==> src/sv/asvg_pkg.sv <==
// Shared types, constants and helpers of the argument seed value generator.
`default_nettype none

package asvg_pkg;

    // Mixer constants
    localparam logic [63:0] MIX_INIT_MUL = 64'h9E37_79B9_7F4A_7C15;
    localparam logic [63:0] MIX_INIT_ADD = 64'h0000_0000_0123_4567;
    localparam logic [63:0] MIX_MUL      = 64'hFF51_AFD7_ED55_8CCD;
    localparam int unsigned MIX_SHIFT    = 33;

    // Stack slots are 256 bytes apart
    localparam int unsigned SLOT_SHIFT   = 8;

    // Configuration register indexes
    localparam int unsigned CFG_IDX_W        = 3;
    localparam logic [CFG_IDX_W-1:0] CFG_SEED    = 3'd0;
    localparam logic [CFG_IDX_W-1:0] CFG_IMAGE   = 3'd1;
    localparam logic [CFG_IDX_W-1:0] CFG_SBASE   = 3'd2;
    localparam logic [CFG_IDX_W-1:0] CFG_SSIZE   = 3'd3;
    localparam logic [CFG_IDX_W-1:0] CFG_CLEN    = 3'd4;

    // Result kinds
    localparam logic [2:0] KIND_ZERO   = 3'd0;
    localparam logic [2:0] KIND_ONE    = 3'd1;
    localparam logic [2:0] KIND_U16MAX = 3'd2;
    localparam logic [2:0] KIND_I16MAX = 3'd3;
    localparam logic [2:0] KIND_I16MIN = 3'd4;
    localparam logic [2:0] KIND_IMAGE  = 3'd5;
    localparam logic [2:0] KIND_STACK  = 3'd6;
    localparam logic [2:0] KIND_MIXED  = 3'd7;

    // Multiply steps of the shared 32x32 multiplier
    localparam logic [1:0] MSTEP_LL = 2'd0;
    localparam logic [1:0] MSTEP_LH = 2'd1;
    localparam logic [1:0] MSTEP_HL = 2'd2;

    typedef struct packed {
        logic [63:0] seed;
        logic [63:0] img_addr;
        logic [63:0] stk_base;
        logic [63:0] stk_bytes;
        logic [31:0] corpus_length;
    } cfg_t;

    typedef struct packed {
        logic       capture;   // request accepted this cycle
        logic       restart;   // accepted request restarts the corpus
        logic       mul_en;    // run one multiply step
        logic [1:0] mul_step;  // which partial product
        logic       mul_init;  // use the seed constants
        logic       chain;     // feed xor-shifted product back as operand
        logic       commit;    // finish item and load the output register
    } dp_cmd_t;

    typedef struct packed {
        logic out_busy;        // output register full and not taken
    } dp_status_t;

    // Xor-shift step of the mixer
    function automatic logic [63:0] mix_xs(input logic [63:0] x);
        return x ^ (x >> MIX_SHIFT);
    endfunction

endpackage

`default_nettype wire

==> src/sv/asvg_cfg.sv <==
// Configuration register file of the argument seed value generator.
`default_nettype none

module asvg_cfg (
    input  wire logic                          clk,
    input  wire logic                          rst_n,
    input  wire logic                          cfg_valid,
    output logic                               cfg_ready,
    input  wire logic [asvg_pkg::CFG_IDX_W-1:0] cfg_index,
    input  wire logic [63:0]                   cfg_data,
    output asvg_pkg::cfg_t                     cfg
);
    import asvg_pkg::*;

    cfg_t cfg_reg;
    cfg_t cfg_next;

    assign cfg_ready = 1'b1;
    assign cfg      = cfg_reg;

    // Decode the register index of a write request
    always_comb
    begin
        cfg_next = cfg_reg;
        if (cfg_valid)
        begin
            unique case (cfg_index)
                CFG_SEED:  cfg_next.seed          = cfg_data;
                CFG_IMAGE: cfg_next.img_addr      = cfg_data;
                CFG_SBASE: cfg_next.stk_base      = cfg_data;
                CFG_SSIZE: cfg_next.stk_bytes     = cfg_data;
                CFG_CLEN:  cfg_next.corpus_length = cfg_data[31:0];
                default:   cfg_next = cfg_reg;
            endcase
        end
    end

    // Hold the registers
    always_ff @(posedge clk or negedge rst_n)
    begin
        if (!rst_n)
        begin
            cfg_reg.seed          <= '0;
            cfg_reg.img_addr      <= '0;
            cfg_reg.stk_base      <= '0;
            cfg_reg.stk_bytes     <= '0;
            cfg_reg.corpus_length <= 32'd1;
        end
        else
        begin
            cfg_reg <= cfg_next;
        end
    end

endmodule

`default_nettype wire

==> config.mk <==
export PLATFORM = sky130hd
export DESIGN_NAME = asvg_cfg
export DESIGN_NICKNAME = d
export VERILOG_FILES = /design/src/sv/asvg_pkg.sv /design/src/sv/asvg_cfg.sv
export SDC_FILE = /design/constraint.sdc
export NUM_CORES = 1
export LEC_CHECK = 0
export ABC_AREA = 1
export BUFFER_PORTS_ARGS = -buffer_cell sky130_fd_sc_hd__clkbuf_2
export CAP_MARGIN = 20
export CORE_ASPECT_RATIO = 0.9
export CORE_UTILIZATION = 45
export DETAILED_ROUTE_END_ITERATION = 12
export HOLD_SLACK_MARGIN = 0.1
export PLACE_DENSITY = 0.72
export SLEW_MARGIN = 20
export SYNTH_ARGS = -nofsm -noshare
export SYNTH_HDL_FRONTEND = slang
export SYNTH_SLANG_ARGS = --single-unit
==> constraint.sdc <==
create_clock -name clk -period 0.8 [get_ports clk]
set_input_delay 0.12 -clock clk [delete_from_list [all_inputs] [get_ports clk]]
set_output_delay 0.12 -clock clk [all_outputs]
set_load 0.05 [all_outputs]
==> reports/results.ini <==
[floorplanning]
die-height_um=152
die_area_mm2=0.0257
die_w_um=169
io_pins=359
core_mm2=0.0244
initial_utilization_pct=46.2
rows=54

[yosys]
syn-cell-area_mm2=0.0113
yosys_warnings=0
synth.distinct_cells=14
synth_fp_nets=1324
post_synthesis_instance_total=1254
synth.avg_cell_area_um2=8.98
post-synth-top-area-cell=sky130_fd_sc_hd__dfrtp_1
yosysSeqAreaShare_pct=64.0
yosys.area.top_type_share_pct=63.8
synth-seq-cells=288
yosys-top-cells-area=sky130_fd_sc_hd__dfrtp_1 (64%), sky130_fd_sc_hd__nand2_1 (22%), sky130_fd_sc_hd__nand3_1 (10%)

[routing]
drt-wirelength-per-cell_um=22.9
sum_of_routed_wire_length_over_all_layers_um=49500
drt_first_pass_iters=7
via_per_inst=5.73
dr.first_iter.drc_count=1396
detail_route.drc_violations=0
num_vias=12400
detail-route-antenna-nets=0

[setup_path]
timing.rr.start=cfg[115]
endpoint_kind=primary output
r2r_cells=4
cp_top_family=flip-flops
cp.buffers_inverters=1
cp_data_required_time_ns=0.68
cp_slowest_cell=sky130_fd_sc_hd__dfstp_2
startpoint_type=register
critical_path_arrival_ns=1.25
critical_path.max_stage_delay_ns=0.56
ff2ff_setup_slack_ns=-0.17
critical_path.max_fanout=2
timing.rr.end=cfg[115]
timing_worst_setup_path_type=register to primary output
crit_chain=buf_12
worstSetupStartpoint=cfg[0]

[hold_path]
timing.hold.worst.class=input pin to async pin

[outcome]
failing_checks=negative setup slack
outcome=complete, but fails checks

[grt]
globalRouteTotalUtil_pct=35.5
grt_pass1_wl_um=70300
initial_antenna_violation_count=2
via_count_of_the_first_global_routing_pass=12600
grt_overflow=0
grt_max_degree=46

[place]
dpl.hpwl_um=23700
place_congestion=0.865
dpl_worst_slack_ns=-0.391
placed_area_mm2=0.0141
port-buffer-count=357

[layout]
final_util_pct=80.6
area_taken_by_flip_flops_and_latches_mm2=0.00734
nets=1873
final_area_mm2=0.0197
layout-drive-gt1-share_pct=41.2
multi_input_area_mm2=0.00377
largest_reg_flops=288
area_growth_pct=74.6
nFillCells=1265

[clock_tree]
clockBufferDepth=3
cts_root_buf=sky130_fd_sc_hd__clkbuf_16
cts_buffers=29
cts_tree=done
clkTransAtPathRegs_ns=0.06
clock_latency_ns=0.53
holdBufCountCts=65
clock_sink_count=288
htreeDepth=1

[sta]
setup_slack_ns=-0.569
rsz0062_at_grt=true
finalHoldViolations=0
final-max-slew-violation-count=0
fin_skew_ns=0
finalCritPeriodShare_pct=171
f_max_mhz=731
finalCriticalPeriod_ns=1.37
setup-violations-final=323
fin_setup_tns_ns=-128.54
finalHoldWorstSlack_ns=0.0466

[job]
max-cap-violations=0

[power]
static-leakage-power_nw=10.2
peakVddDrop_mv=1.87
power_density_mw_per_mm2=3100

-- cells in the mapped netlist (all sizes together) --
cell type,number
nand2,648
dfrtp,287
nand3,224
buf,75
clkbuf,7
inv,6
nor2,5
conb,1
dfstp,1
-- cells in the final DEF, fill, tap and decap left out, types with 5 or more instances in the layout --
cell,count
sky130_fd_sc_hd__nor2_4,5
sky130_fd_sc_hd__clkbuf_16,33
sky130_fd_sc_hd__dfrtp_2,107
sky130_fd_sc_hd__clkinv_2,8
sky130_fd_sc_hd__nand2_2,49
sky130_fd_sc_hd__nand3_1,224
sky130_fd_sc_hd__buf_6,21
sky130_fd_sc_hd__nand2_1,595
sky130_fd_sc_hd__buf_12,34
sky130_fd_sc_hd__dlygate4sd3_1,65
sky130_fd_sc_hd__buf_8,273
sky130_fd_sc_hd__clkbuf_1,6
sky130_fd_sc_hd__dfrtp_1,180
sky130_fd_sc_hd__clkbuf_2,68
sky130_fd_sc_hd__buf_4,135
-- metal layers --
metal	track usage (%)	part of all wire (%)	routed length (µm)
met1	39.9	33	16500
met2	59.5	49	24500
met3	9.12	9.6	4730
met4	23.8	7.7	3810
met5	0	0	0
-- through the flow --
| step | power, mW | instances |
|---|---|---|
| floorplan | 31.5 | 1254 |
| global placement | 36.7 | 1925 |
| detailed placement | 36.9 | 1925 |
| CTS | 56.5 | 2103 |
| global route | 62.6 | 2162 |
| finish | 61.0 | 2163 |
-- layout make-up --
cell class | count | share of cell area, %
Clock buffer | 39 | 4.09
Timing Repair Buffer | 600 | 36.2
Multi-Input combinational cell | 878 | 19.2
Antenna cell | 2 | 0.0255
Tap cell | 336 | 2.14
Sequential cell | 288 | 37.4
Inverter | 6 | 0.115
Clock inverter | 14 | 0.891
-- power breakdown --
part / total [mW] / internal (mW) / switching [mW]
Combinational: 26.2 / 10.7 / 15.5
Sequential: 20.5 / 17.5 / 3.01
Clock: 14.3 / 8.32 / 5.95
-- kinds of logic (layout without fill, tap and decap cells) --
logic type    count (synthesis)  in the layout  share of synthesized area (%)
buf+inv                      88            659                           3.96
flops                       288            288                           64.0
other cells                   1              3                         0.0333
simple gates                877            877                           32.0
-- what timing repair did --
action,in CTS,in global routing
gates resized for setup,556,345
endpoints found under the setup margin,288,307
hold endpoints to repair,576,11
buffers inserted,60,67
pin swaps,0,14
-- worst max path at each step --
| stage | end | slack [ns] | cells after the start |
|---|---|---|---|
| CTS | cfg[0] | -0.60 | 1 |
| global route | cfg[0] | -0.61 | 1 |
| floorplan | cfg[0] | -0.06 | 2 |
| detailed placement | cfg[34] | -0.39 | 8 |
| finish | cfg[0] | -0.57 | 1 |
| global placement | cfg[33] | -0.37 | 8 |
(Power assumes the default switching activity.)
