===== src/sv/asvg_pkg.sv =====
// Shared types, constants and helpers of the argument seed value generator.
`default_nettype none

package asvg_pkg;

    // Mixer constants
    localparam logic [63:0] MIX_INIT_MUL = 64'h9E37_79B9_7F4A_7C15;
    localparam logic [63:0] MIX_INIT_ADD = 64'h0000_0000_0123_4567;
    localparam logic [63:0] MIX_MUL      = 64'hFF51_AFD7_ED55_8CCD;
    localparam int unsigned MIX_SHIFT    = 33;

    // Stack slots are 256 bytes apart
    localparam int unsigned SLOT_SHIFT   = 8;

    // Configuration register indexes
    localparam int unsigned CFG_IDX_W        = 3;
    localparam logic [CFG_IDX_W-1:0] CFG_SEED    = 3'd0;
    localparam logic [CFG_IDX_W-1:0] CFG_IMAGE   = 3'd1;
    localparam logic [CFG_IDX_W-1:0] CFG_SBASE   = 3'd2;
    localparam logic [CFG_IDX_W-1:0] CFG_SSIZE   = 3'd3;
    localparam logic [CFG_IDX_W-1:0] CFG_CLEN    = 3'd4;

    // Result kinds
    localparam logic [2:0] KIND_ZERO   = 3'd0;
    localparam logic [2:0] KIND_ONE    = 3'd1;
    localparam logic [2:0] KIND_U16MAX = 3'd2;
    localparam logic [2:0] KIND_I16MAX = 3'd3;
    localparam logic [2:0] KIND_I16MIN = 3'd4;
    localparam logic [2:0] KIND_IMAGE  = 3'd5;
    localparam logic [2:0] KIND_STACK  = 3'd6;
    localparam logic [2:0] KIND_MIXED  = 3'd7;

    // Multiply steps of the shared 32x32 multiplier
    localparam logic [1:0] MSTEP_LL = 2'd0;
    localparam logic [1:0] MSTEP_LH = 2'd1;
    localparam logic [1:0] MSTEP_HL = 2'd2;

    typedef struct packed {
        logic [63:0] seed;
        logic [63:0] img_addr;
        logic [63:0] stk_base;
        logic [63:0] stk_bytes;
        logic [31:0] corpus_length;
    } cfg_t;

    typedef struct packed {
        logic       capture;   // request accepted this cycle
        logic       restart;   // accepted request restarts the corpus
        logic       mul_en;    // run one multiply step
        logic [1:0] mul_step;  // which partial product
        logic       mul_init;  // use the seed constants
        logic       chain;     // feed xor-shifted product back as operand
        logic       commit;    // finish item and load the output register
    } dp_cmd_t;

    typedef struct packed {
        logic out_busy;        // output register full and not taken
    } dp_status_t;

    // Xor-shift step of the mixer
    function automatic logic [63:0] mix_xs(input logic [63:0] x);
        return x ^ (x >> MIX_SHIFT);
    endfunction

endpackage

`default_nettype wire


===== src/sv/asvg_ctrl.sv =====
// Sequencing state machine of the argument seed value generator.
`default_nettype none

module asvg_ctrl (
    input  wire logic                clk,
    input  wire logic                rst_n,
    input  wire logic                in_valid,
    output logic                     in_ready,
    input  wire logic                restart,
    input  wire asvg_pkg::dp_status_t status,
    output asvg_pkg::dp_cmd_t        cmd
);
    import asvg_pkg::*;

    localparam logic [3:0] ST_IDLE   = 4'd0;
    localparam logic [3:0] ST_INIT0  = 4'd1;
    localparam logic [3:0] ST_INIT1  = 4'd2;
    localparam logic [3:0] ST_INIT2  = 4'd3;
    localparam logic [3:0] ST_CHAIN  = 4'd4;
    localparam logic [3:0] ST_MUL0   = 4'd5;
    localparam logic [3:0] ST_MUL1   = 4'd6;
    localparam logic [3:0] ST_MUL2   = 4'd7;
    localparam logic [3:0] ST_FINISH = 4'd8;

    logic [3:0] state_reg;
    logic [3:0] state_next;

    assign in_ready = (state_reg == ST_IDLE);

    // Issue commands and advance the sequence
    always_comb
    begin
        state_next   = state_reg;
        cmd          = '0;
        unique case (state_reg)
            ST_IDLE:
            begin
                if (in_valid)
                begin
                    cmd.capture = 1'b1;
                    cmd.restart = restart;
                    state_next  = restart ? ST_INIT0 : ST_MUL0;
                end
            end
            ST_INIT0:
            begin
                cmd.mul_en   = 1'b1;
                cmd.mul_init = 1'b1;
                cmd.mul_step = MSTEP_LL;
                state_next   = ST_INIT1;
            end
            ST_INIT1:
            begin
                cmd.mul_en   = 1'b1;
                cmd.mul_init = 1'b1;
                cmd.mul_step = MSTEP_LH;
                state_next   = ST_INIT2;
            end
            ST_INIT2:
            begin
                cmd.mul_en   = 1'b1;
                cmd.mul_init = 1'b1;
                cmd.mul_step = MSTEP_HL;
                state_next   = ST_CHAIN;
            end
            ST_CHAIN:
            begin
                cmd.chain  = 1'b1;
                state_next = ST_MUL0;
            end
            ST_MUL0:
            begin
                cmd.mul_en   = 1'b1;
                cmd.mul_step = MSTEP_LL;
                state_next   = ST_MUL1;
            end
            ST_MUL1:
            begin
                cmd.mul_en   = 1'b1;
                cmd.mul_step = MSTEP_LH;
                state_next   = ST_MUL2;
            end
            ST_MUL2:
            begin
                cmd.mul_en   = 1'b1;
                cmd.mul_step = MSTEP_HL;
                state_next   = ST_FINISH;
            end
            ST_FINISH:
            begin
                // Wait until the output register can take the result
                if (!status.out_busy)
                begin
                    cmd.commit = 1'b1;
                    state_next = ST_IDLE;
                end
            end
            default:
            begin
                state_next = ST_IDLE;
            end
        endcase
    end

    always_ff @(posedge clk or negedge rst_n)
    begin
        if (!rst_n)
        begin
            state_reg <= ST_IDLE;
        end
        else
        begin
            state_reg <= state_next;
        end
    end

endmodule

`default_nettype wire


===== config.mk =====
export PLATFORM = sky130hd
export DESIGN_NAME = asvg_ctrl
export DESIGN_NICKNAME = d
export VERILOG_FILES = /design/src/sv/asvg_pkg.sv /design/src/sv/asvg_ctrl.sv
export SDC_FILE = /design/constraint.sdc
export NUM_CORES = 1
export LEC_CHECK = 0
export ABC_CLOCK_PERIOD_IN_PS = 1400
export CAP_MARGIN = 20
export CORE_AREA = 3 3 40 42
export CTS_BUF_LIST = sky130_fd_sc_hd__clkbuf_8
export CTS_CLUSTER_DIAMETER = 100
export DETAILED_ROUTE_END_ITERATION = 10
export DIE_AREA = 0 0 43 45
export DONT_BUFFER_PORTS = 1
export PLACE_DENSITY_LB_ADDON = 0.15
export SLEW_MARGIN = 0
export SYNTH_ARGS = -nofsm -noshare
export SYNTH_HDL_FRONTEND = slang
export SYNTH_SLANG_ARGS = --single-unit

===== constraint.sdc =====
create_clock -name clk -period 1.4 [get_ports clk]
set_clock_uncertainty 0.1 [all_clocks]
set_input_delay 0 -clock clk [delete_from_list [all_inputs] [get_ports clk]]
set_output_delay 0 -clock clk [all_outputs]
set_load 0.005 [all_outputs]

==> reports/metrics.yaml, run 1 <==
floorplanning:
  core_area_mm2: 0.001285
  io_pins: 14
  fp.dieArea_mm2: 0.001935
  rows: 13
  start_util_pct: 22.10
  die_height_um: 45
  die_w_um: 43
timing:
  slew_headroom_pct: 81.60
  hold_viol: 0
  worst_pin_slew_ns: 0.2760
  finalCritPeriodShare_pct: 94.94
  max_freq_mhz: 752.3
  finalSetupViolations: 0
  fin_ws_ns: 0.07083
  whs_ns: 0.01540
  drv_slew: 0
  fin_setup_tns_ns: 0
  period_minus_slack_ns: 1.329
  rsz0062_at_grt: "true"
yosys:
  synth_cell_type_count: 18
  syn_nets: 33
  ys_seq_elements: 4
  ys_async_sr_fraction_pct: 100.0
  yosys_warnings: 0
  synth-edff-count: 0
  synth_top_cell_by_area: "dfrtp_1"
  synth_area_um2: 284.0
  seq_area_frac_synth_pct: 35.24
  netlist.area_leader.share_pct: 35.24
  ys.flop_type: "dfrtp_1"
  synth_area_per_cell_um2: 10.14
  netlist_instances: 28
  ys_top_cells_by_area: "dfrtp_1 (35%), nor4_4 (7.5%), nor3_1 (5.3%)"
  synth_common_cells: "dfrtp_1 (4), nor2_1 (4), nor3_1 (3), and2_1 (2), buf_4 (2)"
placement:
  dp_cells: 43
  dpl.hpwl_um: 508.2
  place_congestion: 0.7877
  port_buffers: 0
  place_area_um2: 299.0
  post-place-ws_ns: 0.1405
detailed_routing:
  drt_iter0_markers: 0
  first_pass_iters: 1
  dr_total_vias: 232
  wire_per_inst_um: 12.62
  viasPerCell: 4.640
  drcViolationCount: 0
  routed_wl_um: 631
  ant_nets: 0
critical_path:
  ff2ff_setup_slack_ns: 0.20
  start_kind: "flop"
  reg2reg_depth: 2
  required_ns: 1.30
  worstPathArrival_ns: 1.23
  r2r-start: "state_reg[2]$_DFFE_PN0P_"
  r2r-end: "state_reg[2]$_DFFE_PN0P_"
  crit_fanout: 8
  critical_path_class: "flop to primary output"
  crit_path_end_kind: "primary output"
grt:
  met3_usage_pct: 5.976
  grt_pass1_vias: 243
  antenna_found_initial: 0
  grtUsageTotal_pct: 7.274
  busiest_layer: "met2"
  grt_max_degree: 11
  grt_pass1_wl_um: 1007
  grt_util_met2_pct: 8.982
  use_met1_pct: 8.049
  grt-ovfl-total: 0
cells_and_area:
  area_growth_pct: 35.24
  finalNonFillerCells: 50
  n_fill_cell: 138
  largest_reg_flops: 4
  final_util_pct: 29.89
  antenna_cells: 0
  postLayoutCellArea_um2: 384.1
  drive_gt1_share_pct: 34.29
  fin_nets: 42
cts:
  clk_pin_slew_ns: 0.03
  cts_tree: "built"
  cts_htree_levels: 1
  cts_buffer_depth: 2
  cts_root_buffer: "clkbuf_8"
  cts_setup_buffers: 0
  cts_made_buffers: 3
  cts_num_sinks: 4
  clock_latency_ns: 0.21
min_path:
  min_path_type: "input port to primary output"
  whs_path_depth: 1
  hold_start: "in_valid"
  whs_endpoint: "cmd[7]"
pwr:
  leakage_nw: 0.1496
  power_density_mw_per_mm2: 2468
  fin_total_pwr_uw: 947.9
  ir_drop_mv: 0.8631
flow_run:
  cap_violations: 0
run_status:
  status: "finished, final reports clean"
==> logic make-up (layout without fill, tap and decap cells) <==
group | after synthesis | count (layout) | synth area share (%)
simple gates | 18 | 18 | 45.37
flops | 4 | 4 | 35.24
buf+inv | 3 | 10 | 9.249
compound gates | 2 | 2 | 7.049
xor+xnor | 1 | 1 | 3.084
==> timing repair <==
| item | 4_1_cts | 5_1_grt |
|---|---|---|
| hold endpoints to repair | 8 | 0 |
| hold buffers | 4 | 0 |
| endpoints found under the setup margin | 0 | 3 |
| resized for setup | 0 | 3 |
==> worst max-delay path: stages, from the launching register on <==
cell and delay (ns):
dfrtp_2 0.45, buf_4 0.17, nor4_4 0.18, and3_1 0.21
==> how the worst max path moves through the flow <==
stage / from / endpoint / depth (start not counted)
6_report: state_reg[1]$_DFFE_PN0P_ / cmd[6] / 3
3_5_place_dp: state_reg[0]$_DFFE_PN0P_ / state_reg[2]$_DFFE_PN0P_ / 2
4_1_cts: state_reg[1]$_DFFE_PN0P_ / cmd[6] / 3
3_3_place_gp: state_reg[0]$_DFFE_PN0P_ / state_reg[2]$_DFFE_PN0P_ / 2
2_1_floorplan: state_reg[2]$_DFFE_PN0P_ / state_reg[2]$_DFFE_PN0P_ / 2
5_1_grt: state_reg[2]$_DFFE_PN0P_ / cmd[0] / 2
==> layout by cell type (no fill, tap or decap) <==
cell	instances
nor3_1	3
and3_1	1
nor2b_1	1
dlygate4sd3_1	4
dfrtp_1	1
clkbuf_8	3
xnor2_1	1
a32o_1	1
nor3b_1	1
nor4bb_1	1
and2b_4	1
dfrtp_2	3
buf_4	3
nand2_1	1
nor4_1	1
nor2_1	4
a221o_1	1
nor4_4	1
nor4b_2	1
and2_1	2
==> layer usage <==
metal  wire length (um)  up-vias
li1                   -      114
met1                275      105
met2                267       13
met3                 87        0
met4                  0        0
met5                  0        -
==> layout make-up <==
cell class	instances	area [um^2]	area share, %
tap	15	18.77	4.886
clock buffer	3	41.29	10.75
timing repair buffer	7	62.56	16.29
multi-input combinational	21	157.7	41.04
sequential	4	103.9	27.04
==> power breakdown <==
part           internal, mW  leakage, nW  switching (mW)
combinational         0.217       0.0822           0.168
sequential            0.182       0.0459           0.141
clock                 0.183       0.0216          0.0570
Note: power is estimated with default switching activity, not from simulation.
==> run 2: changes to the inputs <==
--- a/config.mk
+++ b/config.mk
@@ -5,11 +5,11 @@
 export SDC_FILE = /design/constraint.sdc
 export NUM_CORES = 1
 export LEC_CHECK = 0
-export ABC_CLOCK_PERIOD_IN_PS = 1400
+export ABC_CLOCK_PERIOD_IN_PS = 1270
 export CAP_MARGIN = 20
 export CORE_AREA = 3 3 40 42
 export CTS_BUF_LIST = sky130_fd_sc_hd__clkbuf_8
-export CTS_CLUSTER_DIAMETER = 100
+export CTS_CLUSTER_DIAMETER = 80
 export DETAILED_ROUTE_END_ITERATION = 10
 export DIE_AREA = 0 0 43 45
 export DONT_BUFFER_PORTS = 1
==> constraint.sdc (replaced) <==
create_clock -name clk -period 1.27 [get_ports clk]
set_clock_uncertainty 0.1 [all_clocks]
set_input_delay 0 -clock clk [delete_from_list [all_inputs] [get_ports clk]]
set_output_delay 0 -clock clk [all_outputs]
set_load 0.005 [all_outputs]
==> run 2 against run 1 <==
Effect of this change:
- the run now ends with negative setup slack left
- cell count is 10% higher
- worst setup slack worse by 0.16 ns
- first-iteration DRC count stayed put
- total power is 32% higher
- non-clock buffer count is 5 higher
- critical path depth stayed put
- global-route usage is 1.2 points higher
- clock power is 7% higher
- clock-buffer cell count stayed put
- worst hold slack better by 0.0058 ns
- critical endpoint unchanged
- largest cell class unchanged
- largest power group unchanged
==> reports/metrics.yaml, run 2 (synthesis gave the netlist of run 1 again) <==
critical_path:
  critical_path.endpoint: "cmd[6]"
  ff2ff_setup_slack_ns: 0.07
  start_kind: "flop"
  cp.depth: 3
  cp_slowest_cell: "dfrtp_2"
  r2r-start: "state_reg[3]$_DFFE_PN0P_"
  r2r-end: "state_reg[2]$_DFFE_PN0P_"
  slowest_delay_ns: 0.40
  crit_path_end_kind: "primary output"
  critical_path_class: "flop to primary output"
  worstPathArrival_ns: 1.26
  cp_num_buf_inv: 1
  cp_cell_sequence: "buf_6 > nor4_4 > and3_1"
  reg2reg_depth: 3
  crit_fanout: 3
  cpLargestDelayFamily: "simple AND/OR/NAND/NOR gates"
  required_ns: 1.17
  startpoint: "state_reg[1]$_DFFE_PN0P_"
cells_and_area:
  final_util_pct: 34.86
  drive_gt1_share_pct: 52.50
  largest_reg_flops: 4
  finalNonFillerCells: 55
  multi_input_area_um2: 181.4
  final_cell_mix: "buf_4 (7), dlygate4sd3_1 (4), nor2_1 (3), nor3_1 (3), clkbuf_8 (3)"
  fin_nets: 47
  n_fill_cell: 131
  area_growth_pct: 57.71
  antenna_cells: 0
  final_common_cell: "buf_4"
  seq_area_um2: 102.6
placement:
  dpl.hpwl_um: 514.8
  post-place-ws_ns: 0.03111
  place_congestion: 0.7588
  dp_cells: 45
  port_buffers: 0
timing:
  finalCritPeriodShare_pct: 106.9
  fin_setup_tns_ns: -0.2393
  slew_headroom_pct: 82.45
  hold_viol: 0
  worst_pin_slew_ns: 0.2613
  max_freq_mhz: 736.3
  finalSetupViolations: 5
  fin_ws_ns: -0.08809
  rsz0062_at_grt: "true"
  period_minus_slack_ns: 1.358
  drv_slew: 0
floorplanning:
  die_height_um: 45
  die_w_um: 43
  core_area_mm2: 0.001285
  io_pins: 14
  rows: 13
  start_util_pct: 22.10
  fp.dieArea_mm2: 0.001935
grt:
  grt-ovfl-total: 0
  grt_max_degree: 8
  grt_pass1_vias: 250
  grt_pass1_wl_um: 1152
  grtUsageTotal_pct: 8.438
  antenna_found_initial: 0
cts:
  cts_htree_levels: 1
  cts_tree: "built"
  cts_made_buffers: 3
  cts_num_sinks: 4
  clock_latency_ns: 0.21
  cts_buffer_depth: 2
  cts_root_buffer: "clkbuf_8"
  clk_pin_slew_ns: 0.03
detailed_routing:
  first_pass_iters: 1
  routed_wl_um: 747
  wire_per_inst_um: 13.58
  ant_nets: 0
  drt_iter0_markers: 0
  dr_total_vias: 252
  drcViolationCount: 0
  viasPerCell: 4.582
pwr:
  leakage_nw: 0.1823
  fin_total_pwr_mw: 1.253
  ir_drop_mv: 0.6583
  power_density_mw_per_mm2: 2797
min_path:
  whs_path_depth: 1
  min_path_type: "input port to primary output"
flow_run:
  cap_violations: 0
run_status:
  violations: "negative setup slack"
  status: "complete, but fails checks"
==> run 2: per-stage QoR <==
stage / cell area, um^2 / hold slack, ns
floorplan: 284.0 / -0.3956
global placement: 314.1 / -0.3955
detailed placement: 314.1 / -0.3955
CTS: 434.2 / 0.01656
global route: 447.9 / 0.02712
finish: 447.9 / 0.02124
==> run 2: where the power goes <==
part           switching (mW)  total, mW  internal [mW]
registers              0.0831      0.281          0.198
logic                   0.326      0.714          0.388
clock network          0.0564      0.258          0.201
total                   0.466       1.25          0.787
==> run 2: worst reg2reg max path, cell delays in order (launching register included) <==
cell	delay, ns
dfrtp_1	0.41
buf_4	0.19
nor4_2	0.27
a221o_1	0.17
==> run 2: metal layers <==
layer / part of all wire (%) / wire (um) / track usage [%] / vias to the layer above
met4: 0 / 0 / 7.229 / 0
met5: 0 / 0 / 0 / -
met2: 47 / 353 / 11.38 / 11
met1: 42 / 316 / 10.71 / 114
li1: - / - / - / 127
met3: 10 / 77 / 2.789 / 0
==> run 2: layout make-up <==
type / count / area share [%]
multi-input combinational: 21 / 40.50
timing repair buffer: 12 / 23.18
sequential: 4 / 22.90
clock buffer: 3 / 9.218
tap: 15 / 4.190
==> run 2: worst min path at each step <==
stage	slack, ns	startpoint	endpoint
6_report	0.02	in_valid	cmd[7]
5_1_grt	0.03	in_valid	cmd[7]
4_1_cts	0.02	in_valid	cmd[7]
3_5_place_dp	-0.40	rst_n	state_reg[3]$_DFFE_PN0P_
3_3_place_gp	-0.40	rst_n	state_reg[3]$_DFFE_PN0P_
2_1_floorplan	-0.40	rst_n	state_reg[0]$_DFFE_PN0P_
==> run 2: what timing repair did <==
action / CTS / global route
setup buffers: 3 / 0
gates resized for setup: 6 / 3
hold buffers: 4 / 0
pin swaps: 2 / 2
endpoints found under the hold margin: 8 / 0
endpoints found under the setup margin: 6 / 8
==> run 3: changes to the inputs <==
--- a/config.mk
+++ b/config.mk
@@ -8,7 +8,6 @@
 export ABC_CLOCK_PERIOD_IN_PS = 1270
 export CAP_MARGIN = 20
 export CORE_AREA = 3 3 40 42
-export CTS_BUF_LIST = sky130_fd_sc_hd__clkbuf_8
 export CTS_CLUSTER_DIAMETER = 80
 export DETAILED_ROUTE_END_ITERATION = 10
 export DIE_AREA = 0 0 43 45
==> run 3 against run 2 <==
Effect of this change:
- the run ends with negative hold slack, negative setup slack left
- cell count did not move
- global-route usage up 0.43 points
- largest cell class unchanged
- clock-buffer cell count unchanged
- combinational power rose by 3.5%
- critical path depth did not move
- critical path type unchanged
- register-to-register slack worse by 0.02 ns
- die area unchanged
- flip-flop and latch count unchanged
- routed wire length grew 0.94%
- sequential power about the same
- total power fell by 6.5%
==> reports/metrics.yaml, run 3 (synthesis gave the netlist of run 1 again) <==
critical_path:
  crit_fanout: 3
  start_kind: "flop"
  crit_path_end_kind: "primary output"
  worstPathArrival_ns: 1.27
  critical_path_class: "flop to primary output"
  reg2reg_depth: 3
  required_ns: 1.17
cells_and_area:
  final_cell_mix: "buf_4 (7), dlygate4sd3_1 (4), nor2_1 (3), nor3_1 (3), clkbuf_4 (3)"
  postLayoutCellArea_um2: 437.9
  antenna_cells: 0
  drive_gt1_share_pct: 52.50
  largest_reg_flops: 4
  final_util_pct: 34.08
  n_fill_cell: 136
  seq_area_um2: 102.6
  final_common_cell: "buf_4"
  area_growth_pct: 54.19
  multi_input_area_um2: 190.2
  fin_nets: 47
min_path:
  min_path_type: "input port to flop"
  whs_path_depth: 2
detailed_routing:
  drcViolationCount: 0
  dr_total_vias: 262
  first_pass_iters: 4
  wire_per_inst_um: 13.71
  drt_iter0_markers: 3
  viasPerCell: 4.764
  routed_wl_um: 754
  ant_nets: 0
floorplanning:
  die_height_um: 45
  rows: 13
  die_w_um: 43
  core_area_mm2: 0.001285
  fp.dieArea_mm2: 0.001935
  io_pins: 14
  start_util_pct: 22.10
timing:
  drv_slew: 0
  whs_ns: -0.02380
  slew_headroom_pct: 82.75
  fin_setup_tns_ns: -0.3288
  hold_viol: 1
  finalSetupViolations: 5
  finalCritPeriodShare_pct: 108.2
  period_minus_slack_ns: 1.374
  worst_pin_slew_ns: 0.2552
  max_freq_mhz: 727.9
  rsz0062_at_grt: "true"
  fin_ws_ns: -0.1037
pwr:
  fin_total_pwr_mw: 1.172
  p_sw_uw: 471.5
  power.share.combinational_pct: 63.1
  leakage_nw: 0.1757
  p_seq_share_pct: 23.9
  ir_drop_mv: 0.6590
  power_density_mw_per_mm2: 2676
  p_int_uw: 700.4
  swShare_pct: 40.23
  clock_power_share_pct: 13.1
placement:
  port_buffers: 0
  place_area_um2: 314.1
  place_congestion: 0.7588
  dpl.hpwl_um: 514.8
grt:
  antenna_found_initial: 0
  grtUsageTotal_pct: 8.863
  grt_pass1_wl_um: 1221
  grt-ovfl-total: 0
  grt_max_degree: 8
  grt_pass1_vias: 281
cts:
  cts_num_sinks: 4
  cts_made_buffers: 3
  cts_htree_levels: 1
  clock_latency_ns: 0.23
  cts_buffer_depth: 2
  cts_root_buffer: "clkbuf_4"
  cts_tree: "built"
  clk_pin_slew_ns: 0.04
flow_run:
  cap_violations: 0
run_status:
  status: "complete, but fails checks"
  violations: "negative hold slack, negative setup slack"
==> run 3: cell count changes in the layout (fill, tap and decap cells not counted) <==
cell / delta
nor4_4: +1
clkbuf_4: +3
nor4_2: -1
clkbuf_8: -3
==> run 3: power groups by stage <==
| stage | Sequential (mW) | Clock, mW | Combinational [mW] |
|---|---|---|---|
| 2_1_floorplan | 0.234 | 0 | 0.464 |
| 3_3_place_gp | 0.322 | 0 | 0.496 |
| 3_5_place_dp | 0.330 | 0 | 0.495 |
| 4_1_cts | 0.281 | 0.164 | 0.709 |
| 5_1_grt | 0.295 | 0.165 | 0.814 |
| 6_report | 0.280 | 0.153 | 0.739 |
==> run 3: critical path, stage by stage (launching register included) <==
cell and delay, ns:
dfrtp_2 0.40, buf_6 0.12, nor4_4 0.31, and3_1 0.22
==> run 3: final timing paths <==
kind	end	slack [ns]	start
max in group asynchronous	state_reg[1]$_DFFE_PN0P_	0.41	rst_n
min in group asynchronous	state_reg[3]$_DFFE_PN0P_	0.47	rst_n
worst max-delay path	cmd[6]	-0.10	state_reg[1]$_DFFE_PN0P_
worst min-delay path	state_reg[2]$_DFFE_PN0P_	-0.02	restart
worst min register to register	state_reg[0]$_DFFE_PN0P_	0.48	state_reg[0]$_DFFE_PN0P_
worst max register to register	state_reg[2]$_DFFE_PN0P_	0.05	state_reg[3]$_DFFE_PN0P_
==> run 3: what timing repair did <==
action | CTS | global route
gates resized for setup | 7 | 3
endpoints found under the hold margin | 8 | 0
hold buffers | 4 | 0
endpoints found under the setup margin | 7 | 7
setup buffers | 3 | 0
pin swaps | 2 | 2
==> run 3: layout make-up <==
cell class,instances,area share [%]
Multi-Input combinational cell,21,43.43
Timing Repair Buffer,12,23.71
Sequential cell,4,23.43
Clock buffer,3,5.143
Tap cell,15,4.286
==> run 3: routing by layer <==
layer | vias to the layer above | part of all wire, % | wire (um) | global-route usage (%)
met4 | 0 | 0 | 0 | 9.036
met3 | 0 | 10 | 77 | 1.594
met5 | - | 0 | 0 | 0
li1 | 129 | - | - | -
met2 | 11 | 50 | 375 | 13.17
met1 | 122 | 40 | 300 | 10.49
==> run 3: stage by stage <==
| step | setup slack [ns] | std cells | hold slack (ns) |
|---|---|---|---|
| finish | -0.1037 | 55 | -0.02380 |
| global route | -0.1666 | 55 | 0.005950 |
| CTS | -0.1320 | 55 | 0.01610 |
| detailed placement | 0.03111 | 45 | -0.3955 |
| global placement | 0.03260 | 45 | -0.3955 |
| floorplan | 0.1328 | 28 | -0.3956 |
